**src/rtl/look_direction_to_quaternion_top_macros.svh**
```systemverilog
// assertion macros for the look direction to quaternion block
`ifndef LOOK_DIRECTION_TO_QUATERNION_TOP_MACROS_SVH
`define LOOK_DIRECTION_TO_QUATERNION_TOP_MACROS_SVH
`ifndef SYNTH
`define LDQ_ASSERT_IMPL(lbl, clk, rst_n, ante, cons) \
    lbl: assert property (@(posedge clk) disable iff (!rst_n) (ante) |-> (cons)) \
        else $error("ldq assertion failed");
`define LDQ_ASSERT_NEXT(lbl, clk, rst_n, ante, cons) \
    lbl: assert property (@(posedge clk) disable iff (!rst_n) (ante) |=> (cons)) \
        else $error("ldq assertion failed");
`else
`define LDQ_ASSERT_IMPL(lbl, clk, rst_n, ante, cons)
`define LDQ_ASSERT_NEXT(lbl, clk, rst_n, ante, cons)
`endif
`endif

```
**src/rtl/ldq_sqrt.sv**
```systemverilog
// pipelined rounded integer square root, one result bit per stage
module ldq_sqrt #(
    parameter int IW = 64,
    parameter int PW = 1,
    localparam int OW = IW / 2 + 1
) (
    input  logic          i_clk,
    input  logic          i_rst_n,
    input  logic          i_en,
    input  logic          i_valid,
    input  logic [IW-1:0] i_rad,
    input  logic [PW-1:0] i_pay,
    output logic          o_valid,
    output logic [OW-1:0] o_root,
    output logic [PW-1:0] o_pay
);

    localparam int NS = IW / 2;
    localparam int RW = IW + 1;

    logic [IW-1:0] r_n   [0:NS-1];
    logic [RW-1:0] r_res [0:NS-1];
    logic          r_vld [0:NS-1];
    logic [PW-1:0] r_pay [0:NS-1];
    logic          r_o_vld;
    logic [OW-1:0] r_o_root;
    logic [PW-1:0] r_o_pay;

    for (genvar j = 0; j < NS; j++) begin : g_step
        localparam logic [RW-1:0] BITV = RW'(1) << (2 * (NS - 1 - j));
        logic [IW-1:0] w_n;
        logic [RW-1:0] w_res;
        logic          w_v;
        logic [PW-1:0] w_p;
        logic [RW-1:0] w_sum;
        logic          w_ge;

        if (j == 0) begin : g_first
            assign w_n   = i_rad;
            assign w_res = '0;
            assign w_v   = i_valid;
            assign w_p   = i_pay;
        end else begin : g_next
            assign w_n   = r_n[j-1];
            assign w_res = r_res[j-1];
            assign w_v   = r_vld[j-1];
            assign w_p   = r_pay[j-1];
        end

        assign w_sum = w_res + BITV;
        assign w_ge  = {1'b0, w_n} >= w_sum;

        always_ff @(posedge i_clk) begin
            if (!i_rst_n) begin
                r_vld[j] <= 1'b0;
            end else if (i_en) begin
                r_vld[j] <= w_v;
            end
        end

        always_ff @(posedge i_clk) begin
            if (i_en) begin
                r_n[j]   <= w_ge ? w_n - w_sum[IW-1:0] : w_n;
                r_res[j] <= w_ge ? (w_res >> 1) + BITV : w_res >> 1;
                r_pay[j] <= w_p;
            end
        end
    end

    // round to nearest
    always_ff @(posedge i_clk) begin
        if (!i_rst_n) begin
            r_o_vld <= 1'b0;
        end else if (i_en) begin
            r_o_vld <= r_vld[NS-1];
        end
    end

    always_ff @(posedge i_clk) begin
        if (i_en) begin
            r_o_root <= r_res[NS-1][OW-1:0]
                + OW'({1'b0, r_n[NS-1]} > r_res[NS-1]);
            r_o_pay  <= r_pay[NS-1];
        end
    end

    assign o_valid = r_o_vld;
    assign o_root  = r_o_root;
    assign o_pay   = r_o_pay;

endmodule

```
**config.mk**
```make
export PLATFORM = sky130hd
export DESIGN_NAME = ldq_sqrt
export DESIGN_NICKNAME = d
export VERILOG_FILES = /design/src/rtl/look_direction_to_quaternion_top_macros.svh /design/src/rtl/ldq_sqrt.sv
export SDC_FILE = /design/constraint.sdc
export NUM_CORES = 2
export LEC_CHECK = 0
export BUFFER_PORTS_ARGS = -buffer_cell sky130_fd_sc_hd__buf_2
export CORE_ASPECT_RATIO = 0.7
export CORE_MARGIN = 2
export CORE_UTILIZATION = 35
export CTS_BUF_LIST = sky130_fd_sc_hd__clkbuf_4 sky130_fd_sc_hd__clkbuf_8 sky130_fd_sc_hd__clkbuf_16
export DETAILED_ROUTE_END_ITERATION = 10
export GPL_TIMING_DRIVEN = 0
export HOLD_SLACK_MARGIN = 0.15
export PLACE_DENSITY_LB_ADDON = 0.12
export SLEW_MARGIN = 20
export SYNTH_ARGS = -nofsm -noshare
export SYNTH_HDL_FRONTEND = slang
export SYNTH_MEMORY_MAX_BITS = 65536
export SYNTH_SLANG_ARGS = --single-unit
```
**constraint.sdc**
```tcl
create_clock -name i_clk -period 4.65 [get_ports i_clk]
set_input_delay 0.6975 -clock i_clk [delete_from_list [all_inputs] [get_ports i_clk]]
set_output_delay 0.6975 -clock i_clk [all_outputs]
set_load 0.005 [all_outputs]
```
; ---- After elaboration in Yosys (flattened, before gate mapping)
; Memory sizes are Yosys's and may differ from the RTL's. A register that Yosys moved wholly into a read port is not among the register bits.
; Index checks and enable logic that the tools add are counted.
; W data, S select, Z words.
[op_classes]
n_addsub = 95
magnitude_cmp = 33
muxes = 101
bitwise = 32
n_reduce_logical = 1
[op_table]
columns = op, count
row1 = $mux W64, 32
row2 = $ge A64 B65 Y1, 31
row3 = $mux W65, 31
row4 = $sub A64 B64 Y64, 31
row5 = $add A64 B1 Y65 const B, 1
row6 = $add A64 B11 Y65 const B, 1
row7 = $add A64 B13 Y65 const B, 1
row8 = $add A64 B15 Y65 const B, 1
row9 = $add A64 B17 Y65 const B, 1
row10 = $add A64 B19 Y65 const B, 1
row11 = $add A64 B21 Y65 const B, 1
row12 = $add A64 B23 Y65 const B, 1
row13 = $add A64 B25 Y65 const B, 1
row14 = $add A64 B27 Y65 const B, 1
row15 = $add A64 B29 Y65 const B, 1
row16 = $add A64 B3 Y65 const B, 1
row17 = $add A64 B31 Y65 const B, 1
row18 = $add A64 B33 Y65 const B, 1
row19 = $add A64 B35 Y65 const B, 1
row20 = $add A64 B37 Y65 const B, 1
row21 = $add A64 B39 Y65 const B, 1
row22 = $add A64 B41 Y65 const B, 1
row23 = $add A64 B43 Y65 const B, 1
row24 = $add A64 B45 Y65 const B, 1
row25 = other kinds (50), 117
[word_totals]
ff_bits = 33
ramBits = 4192
in_bits = 69
output_inout_bits = 35
word_cells = 267
memories = 4
[mem_list]
columns = name, words, word_bits, rd, rd_ports_with_merged_regs, wr, line
row1 = r_res, 32, 65, 32, 0, 32, ldq_sqrt.sv:22  ; logic [RW-1:0] r_res [0:NS-1];
row2 = r_n, 32, 64, 32, 0, 32, ldq_sqrt.sv:21  ; logic [IW-1:0] r_n [0:NS-1];
row3 = r_pay, 32, 1, 32, 1, 32, ldq_sqrt.sv:24  ; logic [PW-1:0] r_pay [0:NS-1];
row4 = r_vld, 32, 1, 32, 1, 32, ldq_sqrt.sv:23  ; logic r_vld [0:NS-1];

; ---- Logic depth before layout (Yosys ltp)
[depth]
ltp_word = 4
depth_mapped = 23
mapped_depth_nobuf = 23

; ---- Worst setup path before layout
; Ideal clock, no wire load.
[synth_path]
path_type = register -> register
startpoint = memory r_n[26][20]
endpoint = memory r_n[27][63] (data pin)
setup_ns = 0.258
arrival_ns = 3.596
required_ns = 4.392
slack_ns = 0.797
stages_incl_launch_ff = 14
path_buffers = 2
synth_period_minus_slack_ns = 3.853
cell_sequence = edfxtp_1 -> ha_1 -> clkbuf_1 -> nand4_1 -> or4_1 -> or4_1 -> o21a_1 -> nand3_1 -> nor2_1 -> or4_1 -> clkbuf_1 -> nor3_1 -> nand4_1 -> xnor2_1
[synth_rtl]
columns = element, line
row1 = from (decl), ldq_sqrt.sv:21

==> metrics.txt <==
crit path capture type register; initial DRC count 10.6k; share of cells above drive strength 1 9.33%; total track usage 20.0%; Final HPWL DP 296000 um; row count 186; crit path max-delay cell type a2111o_1; Syn Area/Cell 12.5 sq um; effective utilization at floorplan 35.1%; IO buf count 103; R2R Setup Slk -10 ps; global-route wire length before repair 554000 um; clk slew on worst S/H paths 60 ps; DR pass1 iterations 8; Nets 11.5k; Tcrit/Tclk final 100%; RR Endpoint r_n[31][58]; vias per cell 5.37; grt ovf 0; failing checks setup timing; Slew HR 9.65%; fraction of registers with async set/reset 0%; pin count of the biggest net entering global routing 152; sequential group share of total power 44.7%; R2R depth 12; Antenna Violating Nets Remaining 0; Final min period 4660 ps; Leak Pwr 55.4 nW; commonest non-fill, non-tap cell in the layout edfxtp_1; clock buffer count from CTS 297; crit path to r_n[31][58]; Arr. time, crit path 5260 ps; htree depth 5; Crit. Startpoint r_n[30][18]; I/O pin cnt 104; critical path launch point type register; die height 512 um; Worst Tran Pin Value 1340 ps; area grow syn2layout 15.2%; Worst path top cell family by delay simple AND/OR/NAND/NOR gates; CP peak stage delay 540 ps; Net Switching 23.6 mW; Synth cell types 93; clock tree sinks 2675; Peak VDD IR 0.314 mV; Final Max Tran Viols 0; clk_lat worst skew 920 ps; Syn Nets 10.9k; Power Dens Cells 506 nW/um^2; Final Routed Wirelength 384000 um; commonest cells after routing, fill and taps aside edfxtp_1 (2673), inv_1 (744), nand2_1 (660); Combinational Power Share 23.1%; number of synthesized flops with an enable pin 2673; GPL Wtd Cong 0.971; sequential element share of the synthesized area 62.3%; worst r2r src r_n[30][18]; CTS Buffer Depth 4; post-synthesis register bit count 2675; drt wl/cell 24.1 um; Fin Clk Skew 100 ps; HP Class register to register; fin util 40.5%; main flop type after synthesis edfxtp_1; number of global-route vias before repair 79.5k; core area 367000 sq um; Synth Cell Area 129000 sq um; DR vias 85.6k; yosys warns 0; synthesized instance count 10.3k; setup ws final -13.6 ps; status finished, violations left; fmax 0.214 GHz; CP max FO 8; initial antenna violation count 40; Buffers & Inverters on Critical Path 1; setup tns final -28.1 ps; Clock power frac 32.2%; DR DRC count 0; final hold violations 0; Worst EP required 5250 ps; TritonCTS clock tree yes; CTS root buf clkbuf_16; switching share of power 31.4%; Crit Path Category register to register; endpoints failing setup 5; Max-Cap Viols 0; die area 373000 sq um; cell depth of the worst setup path 12; P_int 51.5 mW; DIE WIDTH 729 um; unrepaired setup endpoints after global routing true; worst-path cell chain ha_2, and3_2, nand4_1, nor3_4, o211ai_1, nand2_2, a31oi_1, a2111o_1, or3_1, clkbuf_1, nor4_1, xor2_1
logic make-up after synthesis:
family	count (synthesis)	share of synthesized area (%)
xor+xnor	964	6.55
flops	2675	62.3
buf+inv	973	2.85
simple gates	3033	12.2
fa+ha+maj	594	5.77
compound gates	1947	9.46
mux	99	0.850
repair_timing:
item	4_1_cts	5_1_grt
setup buffers	15	22
hold endpoints to repair	68	0
pin swaps	16	29
resized for setup	131	135
setup endpoints to repair	609	533
cloned	3	1
hold buffers	67	0
per-stage QoR:
stage	hold WS [ps]	setup slack, ps	power [mW]	cells	cell area, sq um
2_1_floorplan	400	797	43.8	10285	129000
3_3_place_gp	405	-39900	52.1	15276	136000
3_5_place_dp	405	-1610	50.2	15312	136000
4_1_cts	341	0.279	75.0	15922	148000
5_1_grt	372	-107	78.6	15930	148000
6_report	415	-13.6	75.1	15936	148000
cell type report:
cell class / instances / area (sq um)
diodes: 8 / 20.0
plain buffers: 207 / 872
clock buffers: 353 / 8010
clock inverters: 173 / 1900
fillers: 34421 / 218000
inverters: 748 / 2810
multi-input cells: 6637 / 46100
flip-flops and latches: 2675 / 80300
well taps: 4888 / 6120
repair buffers: 247 / 2340
power groups by stage:
stage               registers (mW)  logic (mW)  clock network, mW
floorplan                     32.5        11.3                  0
global placement              36.0        16.1                  0
detailed placement            33.9        16.3                  0
CTS                           33.5        16.6               24.9
global route                  33.8        19.0               25.7
finish                        33.5        17.4               24.2
worst register-to-register path, delay by kind of cell (launching register included):
family	cells	cell delay [ps]
and+or+nand+nor	6	1980
DFF	1	430
xor gates and xnor gates	1	120
AOI/OAI and AO/OA	3	1200
buffers and inverters	1	240
adders and majority gates	1	460
routing by layer:
layer	vias up	GRT usage, %	part of all wire, %	wire length [um]
li1	39672	-	-	-
met1	42293	35.2	54	208000
met2	3231	21.8	32	125000
met3	388	7.13	12	45100
met4	10	3.19	1.5	5700
met5	-	0	0.016	62
flip-flops by register name, summed over array words and instances, names as in the netlist:
signal / flops
o_pay: 1
o_root: 33
o_valid: 1
r_n: 2048
r_pay: 32
r_res: 528
r_vld: 32
synth_stat cells, types with 15 or more instances:
library cell | number | area share, %
a2111oi_0 | 21 | 0.14
a211o_1 | 22 | 0.15
a211oi_1 | 40 | 0.23
a21boi_0 | 21 | 0.12
a21o_1 | 310 | 1.8
a21oi_1 | 596 | 2.3
a221oi_1 | 15 | 0.10
a31oi_1 | 62 | 0.30
and2_1 | 31 | 0.15
and3_1 | 76 | 0.37
and4_1 | 20 | 0.14
and4b_1 | 16 | 0.12
buf_1 | 15 | 0.044
clkbuf_1 | 204 | 0.59
edfxtp_1 | 2673 | 62
ha_1 | 594 | 5.8
inv_1 | 745 | 2.2
mux2_2 | 84 | 0.73
mux2i_1 | 15 | 0.12
nand2_1 | 665 | 1.9
nand2b_1 | 119 | 0.58
nand3_1 | 175 | 0.68
nand3b_1 | 29 | 0.17
nand4_1 | 178 | 0.86
nand4b_1 | 24 | 0.16
nor2_1 | 606 | 1.8
nor2b_1 | 79 | 0.38
nor3_1 | 296 | 1.1
nor3b_1 | 30 | 0.17
nor4_1 | 370 | 1.8
nor4b_1 | 42 | 0.29
o211ai_1 | 22 | 0.13
o21a_1 | 99 | 0.58
o21ai_0 | 476 | 1.8
o21bai_1 | 61 | 0.36
o31ai_1 | 55 | 0.32
o41ai_1 | 16 | 0.11
or2_2 | 43 | 0.21
or3_1 | 122 | 0.59
or4_1 | 83 | 0.48
xnor2_1 | 509 | 3.5
xor2_1 | 455 | 3.1
worst min path at each step:
| stage | start | endpoint | depth (start not counted) |
|---|---|---|---|
| global placement | r_pay[22] | r_pay[23] | 0 |
| detailed placement | r_pay[11] | r_pay[12] | 0 |
| CTS | i_en | o_pay | 2 |
| finish | r_pay[3] | r_pay[4] | 0 |
| floorplan | r_pay[31] | o_pay | 0 |
| global route | i_en | o_pay | 2 |
No activity file was read; power rests on OpenSTA's default activity.
